[config.mk]
export PLATFORM = sky130hd
export DESIGN_NAME = scalar_kalman_filter
export DESIGN_NICKNAME = d
export VERILOG_FILES = /design/src/rtl/skf_pkg.sv /design/src/rtl/skf_ctrl.sv /design/src/rtl/skf_dpath.sv /design/src/rtl/scalar_kalman_filter.sv
export SDC_FILE = /design/constraint.sdc
export NUM_CORES = 2
export LEC_CHECK = 0
export ABC_AREA = 0
export BUFFER_PORTS_ARGS = -buffer_cell sky130_fd_sc_hd__buf_2
export CORE_MARGIN = 4
export CORE_UTILIZATION = 40
export CTS_CLUSTER_DIAMETER = 50
export DETAILED_ROUTE_END_ITERATION = 7
export GPL_TIMING_DRIVEN = 0
export SYNTH_ARGS = -nofsm -noshare
export SYNTH_HDL_FRONTEND = slang
export SYNTH_HIERARCHICAL = 1
export SYNTH_SLANG_ARGS = --single-unit
[constraint.sdc]
create_clock -name i_clk -period 15.65 [get_ports i_clk]
set_input_delay 3.13 -clock i_clk [delete_from_list [all_inputs] [get_ports i_clk]]
set_output_delay 3.13 -clock i_clk [all_outputs]
set_load 0.1 [all_outputs]
[src/rtl/skf_pkg.sv]
// Shared types and constants for the scalar Kalman filter.
package skf_pkg;

    localparam int GAIN_BITS = 16;
    localparam int DIV_STEPS = GAIN_BITS;
    localparam int CNT_W     = $clog2(DIV_STEPS);
    localparam int CFG_IDX_W = 8;

    localparam logic [GAIN_BITS:0]   GAIN_ONE          = {1'b1, {GAIN_BITS{1'b0}}};
    localparam logic [CFG_IDX_W-1:0] CFG_PROCESS_NOISE = 8'd0;
    localparam logic [CFG_IDX_W-1:0] CFG_MEASURE_NOISE = 8'd1;

    typedef enum logic [2:0] {
        S_IDLE,
        S_PRED,
        S_DINIT,
        S_DIV,
        S_GAIN,
        S_MCORR,
        S_MCOV,
        S_OUT
    } t_state;

    typedef enum logic [3:0] {
        OP_NONE,
        OP_LOAD,
        OP_PRED,
        OP_DIV_INIT,
        OP_DIV_STEP,
        OP_GAIN,
        OP_MUL_CORR,
        OP_MUL_COV,
        OP_WRITE
    } t_dp_op;

    typedef struct packed {
        logic out_busy;
    } t_dp_sts;

endpackage

[src/rtl/skf_ctrl.sv]
// Kalman sequencer: one datapath op per cycle, unless idle or stalled.
module skf_ctrl (
    input  logic             i_clk,
    input  logic             i_rst_n,
    input  logic             i_in_valid,
    output logic             o_in_ready,
    input  skf_pkg::t_dp_sts i_sts,
    output skf_pkg::t_dp_op  o_op
);
    import skf_pkg::*;

    t_state           r_state, n_state;
    logic [CNT_W-1:0] r_cnt, n_cnt;

    always_ff @(posedge i_clk) begin
        if (!i_rst_n) begin
            r_state <= S_IDLE;
            r_cnt   <= '0;
        end else begin
            r_state <= n_state;
            r_cnt   <= n_cnt;
        end
    end

    always_comb begin
        n_state = r_state;
        n_cnt   = r_cnt;
        case (r_state)
            S_IDLE: begin
                if (i_in_valid) n_state = S_PRED;
            end
            S_PRED:  n_state = S_DINIT;
            S_DINIT: begin
                n_state = S_DIV;
                n_cnt   = CNT_W'(DIV_STEPS - 1);
            end
            S_DIV: begin
                n_cnt = r_cnt - 1'b1;
                if (r_cnt == '0) n_state = S_GAIN;
            end
            S_GAIN:  n_state = S_MCORR;
            S_MCORR: n_state = S_MCOV;
            S_MCOV:  n_state = S_OUT;
            S_OUT: begin
                if (!i_sts.out_busy) n_state = S_IDLE;
            end
            default: n_state = S_IDLE;
        endcase
    end

    always_comb begin
        o_in_ready = 1'b0;
        o_op       = OP_NONE;
        case (r_state)
            S_IDLE: begin
                o_in_ready = 1'b1;
                if (i_in_valid) o_op = OP_LOAD;
            end
            S_PRED:  o_op = OP_PRED;
            S_DINIT: o_op = OP_DIV_INIT;
            S_DIV:   o_op = OP_DIV_STEP;
            S_GAIN:  o_op = OP_GAIN;
            S_MCORR: o_op = OP_MUL_CORR;
            S_MCOV:  o_op = OP_MUL_COV;
            S_OUT: begin
                if (!i_sts.out_busy) o_op = OP_WRITE;
            end
            default: o_op = OP_NONE;
        endcase
    end

    a_accept_starts: assert property (@(posedge i_clk) disable iff (!i_rst_n)
        (r_state == S_IDLE && i_in_valid) |=> (r_state == S_PRED))
        else $error("accepted item did not start an update");

    a_div_length: assert property (@(posedge i_clk) disable iff (!i_rst_n)
        (r_state == S_DINIT) |=> ##16 (r_state == S_GAIN))
        else $error("divider did not run its full step count");

endmodule

[src/rtl/skf_dpath.sv]
// Datapath: prediction, serial gain divider, shared multiplier and result register.
module skf_dpath (
    input  logic                    i_clk,
    input  logic                    i_rst_n,
    input  skf_pkg::t_dp_op         i_op,
    output skf_pkg::t_dp_sts        o_sts,
    input  logic [31:0]             i_process_noise,
    input  logic [31:0]             i_measure_noise,
    input  logic signed [31:0]      i_measurement,
    output logic                    o_out_valid,
    input  logic                    i_out_ready,
    output logic signed [31:0]      o_estimate,
    output logic [skf_pkg::GAIN_BITS:0] o_gain
);
    import skf_pkg::*;

    localparam int PROD_W = 33 + GAIN_BITS + 1;

    logic signed [31:0]     r_meas;
    logic signed [31:0]     r_est;
    logic [32:0]            r_cov;
    logic [32:0]            r_pp;
    logic [33:0]            r_den;
    logic [33:0]            r_rem;
    logic [GAIN_BITS-1:0]   r_quo;
    logic [GAIN_BITS:0]     r_gain;
    logic                   r_neg;
    logic [32:0]            r_mag;
    logic [PROD_W-1:0]      r_prod;
    logic                   r_out_valid;
    logic signed [31:0]     r_out_est;
    logic [GAIN_BITS:0]     r_out_gain;

    logic [33:0]            pred_sum;
    logic [32:0]            pp_sat;
    logic [34:0]            div_shift;
    logic [34:0]            div_diff;
    logic                   div_ge;
    logic [GAIN_BITS:0]     gain_val;
    logic signed [32:0]     innov;
    logic [32:0]            mul_a;
    logic [GAIN_BITS:0]     mul_b;
    logic [PROD_W-1:0]      mul_p;
    logic [33:0]            corr_mag;
    logic signed [34:0]     corr;
    logic signed [34:0]     est_sum;
    logic signed [31:0]     est_sat;

    assign pred_sum = {1'b0, r_cov} + {2'b00, i_process_noise};
    assign pp_sat   = pred_sum[33] ? '1 : pred_sum[32:0];

    assign div_shift = {r_rem, 1'b0};
    assign div_diff  = div_shift - {1'b0, r_den};
    assign div_ge    = (div_shift >= {1'b0, r_den});

    always_comb begin
        if (r_den == '0)
            gain_val = '0;
        else if (r_den == {1'b0, r_pp})
            gain_val = GAIN_ONE;
        else
            gain_val = {1'b0, r_quo};
    end

    assign innov = {r_meas[31], r_meas} - {r_est[31], r_est};

    always_comb begin
        if (i_op == OP_MUL_COV) begin
            mul_a = r_pp;
            mul_b = GAIN_ONE - r_gain;
        end else begin
            mul_a = r_mag;
            mul_b = r_gain;
        end
    end
    assign mul_p = mul_a * mul_b;

    assign corr_mag = r_prod[PROD_W-1:GAIN_BITS];
    assign corr     = r_neg ? -$signed({1'b0, corr_mag}) : $signed({1'b0, corr_mag});
    assign est_sum  = 35'(r_est) + corr;

    always_comb begin
        if (est_sum[34:31] != {4{est_sum[34]}})
            est_sat = est_sum[34] ? 32'sh8000_0000 : 32'sh7fff_ffff;
        else
            est_sat = est_sum[31:0];
    end

    // filter state
    always_ff @(posedge i_clk) begin
        if (!i_rst_n) begin
            r_est <= '0;
            r_cov <= '0;
        end else begin
            if (i_op == OP_MUL_COV) r_est <= est_sat;
            if (i_op == OP_WRITE)   r_cov <= r_prod[GAIN_BITS +: 33];
        end
    end

    // working registers
    always_ff @(posedge i_clk) begin
        case (i_op)
            OP_LOAD: r_meas <= i_measurement;
            OP_PRED: r_pp   <= pp_sat;
            OP_DIV_INIT: begin
                r_den <= {1'b0, r_pp} + {2'b00, i_measure_noise};
                r_rem <= {1'b0, r_pp};
                r_quo <= '0;
            end
            OP_DIV_STEP: begin
                r_rem <= div_ge ? div_diff[33:0] : div_shift[33:0];
                r_quo <= {r_quo[GAIN_BITS-2:0], div_ge};
            end
            OP_GAIN: begin
                r_gain <= gain_val;
                r_neg  <= innov[32];
                r_mag  <= innov[32] ? 33'(-innov) : 33'(innov);
            end
            OP_MUL_CORR: r_prod <= mul_p;
            OP_MUL_COV:  r_prod <= mul_p;
            default: ;
        endcase
    end

    // result register
    always_ff @(posedge i_clk) begin
        if (!i_rst_n) begin
            r_out_valid <= 1'b0;
        end else if (i_op == OP_WRITE) begin
            r_out_valid <= 1'b1;
        end else if (i_out_ready) begin
            r_out_valid <= 1'b0;
        end
    end

    always_ff @(posedge i_clk) begin
        if (i_op == OP_WRITE) begin
            r_out_est  <= r_est;
            r_out_gain <= r_gain;
        end
    end

    assign o_sts.out_busy = r_out_valid & ~i_out_ready;
    assign o_out_valid    = r_out_valid;
    assign o_estimate     = r_out_est;
    assign o_gain         = r_out_gain;

    a_gain_bound: assert property (@(posedge i_clk) disable iff (!i_rst_n)
        r_out_valid |-> (r_out_gain <= GAIN_ONE))
        else $error("gain above one");

    a_cov_shrinks: assert property (@(posedge i_clk) disable iff (!i_rst_n)
        (i_op == OP_WRITE) |=> (r_cov <= $past(r_pp)))
        else $error("covariance grew through the update");

endmodule

[src/rtl/scalar_kalman_filter.sv]
// One item at a time is in flight; each runs the 16-step restoring gain divider.
// The result register lets the next item be taken while a result waits.
// Reset (synchronous, active low) clears estimate and covariance and
// restores the noise registers to 0.001 and 0.3 in the chosen format.
module scalar_kalman_filter #(
    parameter int FRAC_BITS = 16
) (
    input  logic                            i_clk,
    input  logic                            i_rst_n,
    input  logic                            i_in_valid,
    output logic                            o_in_ready,
    input  logic signed [31:0]              i_measurement,
    output logic                            o_out_valid,
    input  logic                            i_out_ready,
    output logic signed [31:0]              o_estimate,
    output logic [skf_pkg::GAIN_BITS:0]     o_gain,
    input  logic                            i_cfg_valid,
    output logic                            o_cfg_ready,
    input  logic [skf_pkg::CFG_IDX_W-1:0]   i_cfg_index,
    input  logic [31:0]                     i_cfg_data
);
    import skf_pkg::*;

    localparam logic [31:0] Q_RESET = 32'(((1 << FRAC_BITS) + 500) / 1000);
    localparam logic [31:0] R_RESET = 32'(((3 << FRAC_BITS) + 5) / 10);

    logic [31:0] r_process_noise;
    logic [31:0] r_measure_noise;
    t_dp_op      op;
    t_dp_sts     sts;

    assign o_cfg_ready = 1'b1;

    always_ff @(posedge i_clk) begin
        if (!i_rst_n) begin
            r_process_noise <= Q_RESET;
            r_measure_noise <= R_RESET;
        end else if (i_cfg_valid) begin
            case (i_cfg_index)
                CFG_PROCESS_NOISE: r_process_noise <= i_cfg_data;
                CFG_MEASURE_NOISE: r_measure_noise <= i_cfg_data;
                default: ;
            endcase
        end
    end

    skf_ctrl u_ctrl (
        .i_clk      (i_clk),
        .i_rst_n    (i_rst_n),
        .i_in_valid (i_in_valid),
        .o_in_ready (o_in_ready),
        .i_sts      (sts),
        .o_op       (op)
    );

    skf_dpath u_dpath (
        .i_clk           (i_clk),
        .i_rst_n         (i_rst_n),
        .i_op            (op),
        .o_sts           (sts),
        .i_process_noise (r_process_noise),
        .i_measure_noise (r_measure_noise),
        .i_measurement   (i_measurement),
        .o_out_valid     (o_out_valid),
        .i_out_ready     (i_out_ready),
        .o_estimate      (o_estimate),
        .o_gain          (o_gain)
    );

endmodule
==> impl_metrics.tcl <==
set metrics [dict create \
    outcome "complete, but fails checks" \
    violations "capacitance limit, slew limit" \
    synth_area_mm2 0.04292 \
    critPathTopFamily "compound AO/OA/AOI/OAI gates" \
    synth_top_area_share_pct 21.78 \
    ys_async_sr_fraction_pct 0 \
    ios 129 \
    drc_errors 0 \
    die_h_um 335.6 \
    worstReg2RegEnd "u_dpath/r_prod[35]" \
    cp.arrival_ns 15.43 \
    synth_edf_count 283 \
    final_util_pct 44.76 \
    via_per_inst 5.424 \
    critPathCaptureType "register" \
    wire_per_inst_um 21.71 \
    p_per_area_mw_per_mm2 237.1 \
    clock_tree.buffer_depth 3 \
    vias 34420 \
    r2r_slack_ns 2.83 \
    multi_input_area_mm2 0.02821 \
    initial_core_util_pct 40.55 \
    r2r-start "u_ctrl/r_state[0]" \
    cp_data_required_time_ns 15.99 \
    cts_tree "yes" \
    path_clk_slew_ns 0.05 \
    grt_first_pass_wirelength_um 209300 \
    drive_gt1_share_pct 6.420 \
    syn-num-nets 5550 \
    dieWidth_um 335.6 \
    fin_tns_setup_ns 0 \
    crit_buf_inv 6 \
    ant_nets 0 \
    grt_pass1_vias 34380 \
    hold_class "reg2reg" \
    yosysWarningCount 6 \
    nFillCells 10320 \
    wl_um 137800 \
    rsz0062_at_grt "false" \
    crit_top_cell "fa_1" \
    reg2reg_depth 32 \
    cts_root_buffer "clkbuf_16" \
    slew_violations 8 \
    synthCells 4716 \
    fin_crit_sh_pct 96.43 \
    ys.flop_type "edfxtp_1" \
    fin_skew_ns 0.01381 \
    grt_usage_pct 24.41 \
    drt-pass1-iter-count 7 \
    drtIter0Drc 2909 \
    p_leak_uw 0.02153 \
    nNetsFinal 5741 \
    grt_remaining_overflow 0 \
    min_from "u_dpath/r_cov[16]" \
    regArea_mm2 0.01124 \
    setup_viol 0 \
    place.gp.congestion 0.9864 \
    port_buffers 127 \
    yosysTopAreaCell "fa_1" \
    synthDistinctLibCells 101 \
    die-area_mm2 0.1126 \
    critPathMaxFanout 35 \
    cts_max_level 2 \
    finalHoldViolCount 0 \
    dpl.hpwl_um 112900 \
    maxCapViolations 1 \
    core_area_mm2 0.1059 \
    synth_seq_cells 420 \
    syn_area_per_cell_um2 9.102 \
    whs_path_depth 2 \
    antenna_found_initial 7 \
    postCtsSetupRepairBufs 0 \
    fmax_mhz 66.26 \
    whs_endpoint "u_dpath/r_cov[16]" \
    rows 119 \
    cpPeakStageDelay_ns 1.21 \
    worst_slew_pin_slew_ns 1.550 \
    clk_latency_ns 0.61 \
    clock-sinks 420 \
    crit_slowest_cell "xor2_1" \
    syn_to_final_growth_pct 10.39 \
    numCtsBuffers 55 \
    cts-resized-gates 0 \
    synth.top_cells.by_count "nand2_1 (825), inv_1 (724), fa_1 (467)" \
    fin_crit_ns 15.09 \
    ir_drop_uv 318.2 \
    yosysSeqAreaShare_pct 26.19 \
    synth_area_leaders "fa_1 (22%), edfxtp_1 (20%), ha_1 (8.5%)" \
    hold_buffers 0 \
    slew_headroom_pct -3.671 \
    post-synth-top-count-cell "nand2_1" \
    critPathKind "in2reg" \
    grt_max_degree 51 \
    start_kind "input pin" \
]
==> sequential cells by signal, indices dropped and copies added (netlist names), 32 cells and up <==
signal / cells
r_measure_noise: 32
r_process_noise: 32
u_dpath/r_rem: 34
u_dpath/o_estimate: 32
u_dpath/r_meas: 32
u_dpath/r_prod: 34
u_dpath/r_pp: 33
u_dpath/r_est: 32
u_dpath/r_den: 34
u_dpath/r_cov: 33
u_dpath/r_mag: 33
==> area by class of cell <==
class / count / share of cell area [%]
clock buffers: 69 / 3.235
plain buffers: 163 / 1.642
clock inverters: 34 / 0.8556
inverters: 726 / 5.751
flip-flops and latches: 420 / 23.72
diodes: 2 / 0.01056
repair buffers: 134 / 1.571
multi-input cells: 3407 / 59.54
well taps: 1391 / 3.673
==> kinds of logic after synthesis <==
logic type	Yosys count	synth area share, %
and+or+nand+nor	1483	15.31
DFF	420	26.19
xor gates and xnor gates	295	6.019
AOI/OAI and AO/OA	764	11.58
adders and majority gates	757	30.23
buffers and inverters	889	8.159
muxes	107	2.495
other	1	0.008736
==> placed cells by master, fill, tap and decap left out, types with 14 or more instances in the layout <==
cell type  synthesis  final
nand2_1          825    825
inv_1            724    724
fa_1             467    467
nor2_1           293    291
ha_1             290    290
edfxtp_1         283    283
xnor2_1          204    203
a21oi_1          198    198
o21ai_0          163    163
buf_2             14    142
dfxtp_1          137    137
clkbuf_1         127    134
mux2i_1          107    107
a21o_1            96     96
xor2_1            91     91
clkbuf_16          0     58
and2_1            54     53
a31oi_1           40     40
nor3_1            41     40
nand3_1           38     38
a21boi_0          38     38
nand4_1           33     33
nor4_1            32     32
nand2b_1          32     32
and3_1            33     32
a311oi_1          32     32
nor2b_1           31     31
o21a_1            26     26
o21bai_1          22     22
o31ai_1           21     21
a211oi_1          18     18
o211ai_1          14     14
==> worst reg2reg max path, delay by kind of cell, from the launching register on <==
| kind | cells | cell delay, ns |
|---|---|---|
| AOI/OAI and AO/OA | 10 | 3.99 |
| xor gates and xnor gates | 3 | 1.57 |
| adders and majority gates | 7 | 3.30 |
| buffers and inverters | 7 | 1.71 |
| DFF | 1 | 0.30 |
| and+or+nand+nor | 5 | 1.69 |
==> how the worst max path moves through the flow <==
stage | to | cells after the start | start
after CTS | u_dpath/r_prod[35] | 33 | i_out_ready
final | u_dpath/r_prod[35] | 32 | i_out_ready
after floorplan | u_dpath/r_prod[35] | 34 | i_out_ready
after detailed placement | u_dpath/r_prod[35] | 33 | i_out_ready
after global routing | u_dpath/r_prod[35] | 32 | i_out_ready
after global placement | u_dpath/r_prod[35] | 32 | i_out_ready
==> stage by stage <==
| stage | total power (uW) | worst slack [ns] | instances | cell area (um2) | hold slack [ns] |
|---|---|---|---|---|---|
| 5_1_grt | 12090 | 0.05426 | 6344 | 47380 | 0.4953 |
| 3_5_place_dp | 9814 | 0.1944 | 6240 | 45430 | 0.4655 |
| 3_3_place_gp | 9770 | -0.4776 | 6234 | 45300 | 0.4589 |
| 2_1_floorplan | 6961 | 3.389 | 4716 | 42920 | 0.4391 |
| 4_1_cts | 11250 | 0.8152 | 6343 | 47370 | 0.4726 |
| 6_report | 11240 | 0.5587 | 6346 | 47380 | 0.4670 |
==> power breakdown <==
group | switching, uW | leakage, uW | internal, uW | total [uW]
clock | 531 | 0.000938 | 793 | 1320
combinational | 5200 | 0.0168 | 2900 | 8100
sequential | 151 | 0.00375 | 1660 | 1810
total | 5880 | 0.0215 | 5360 | 11200
==> per-layer routing <==
layer	GRT usage [%]	up-vias	part of all wire, %
li1	-	15910	-
met1	33.65	16950	44
met2	39.04	1279	45
met3	3.076	281	6.9
met4	9.995	4	4.6
met5	0	-	0.022
No activity file was read; power rests on OpenSTA's default activity.
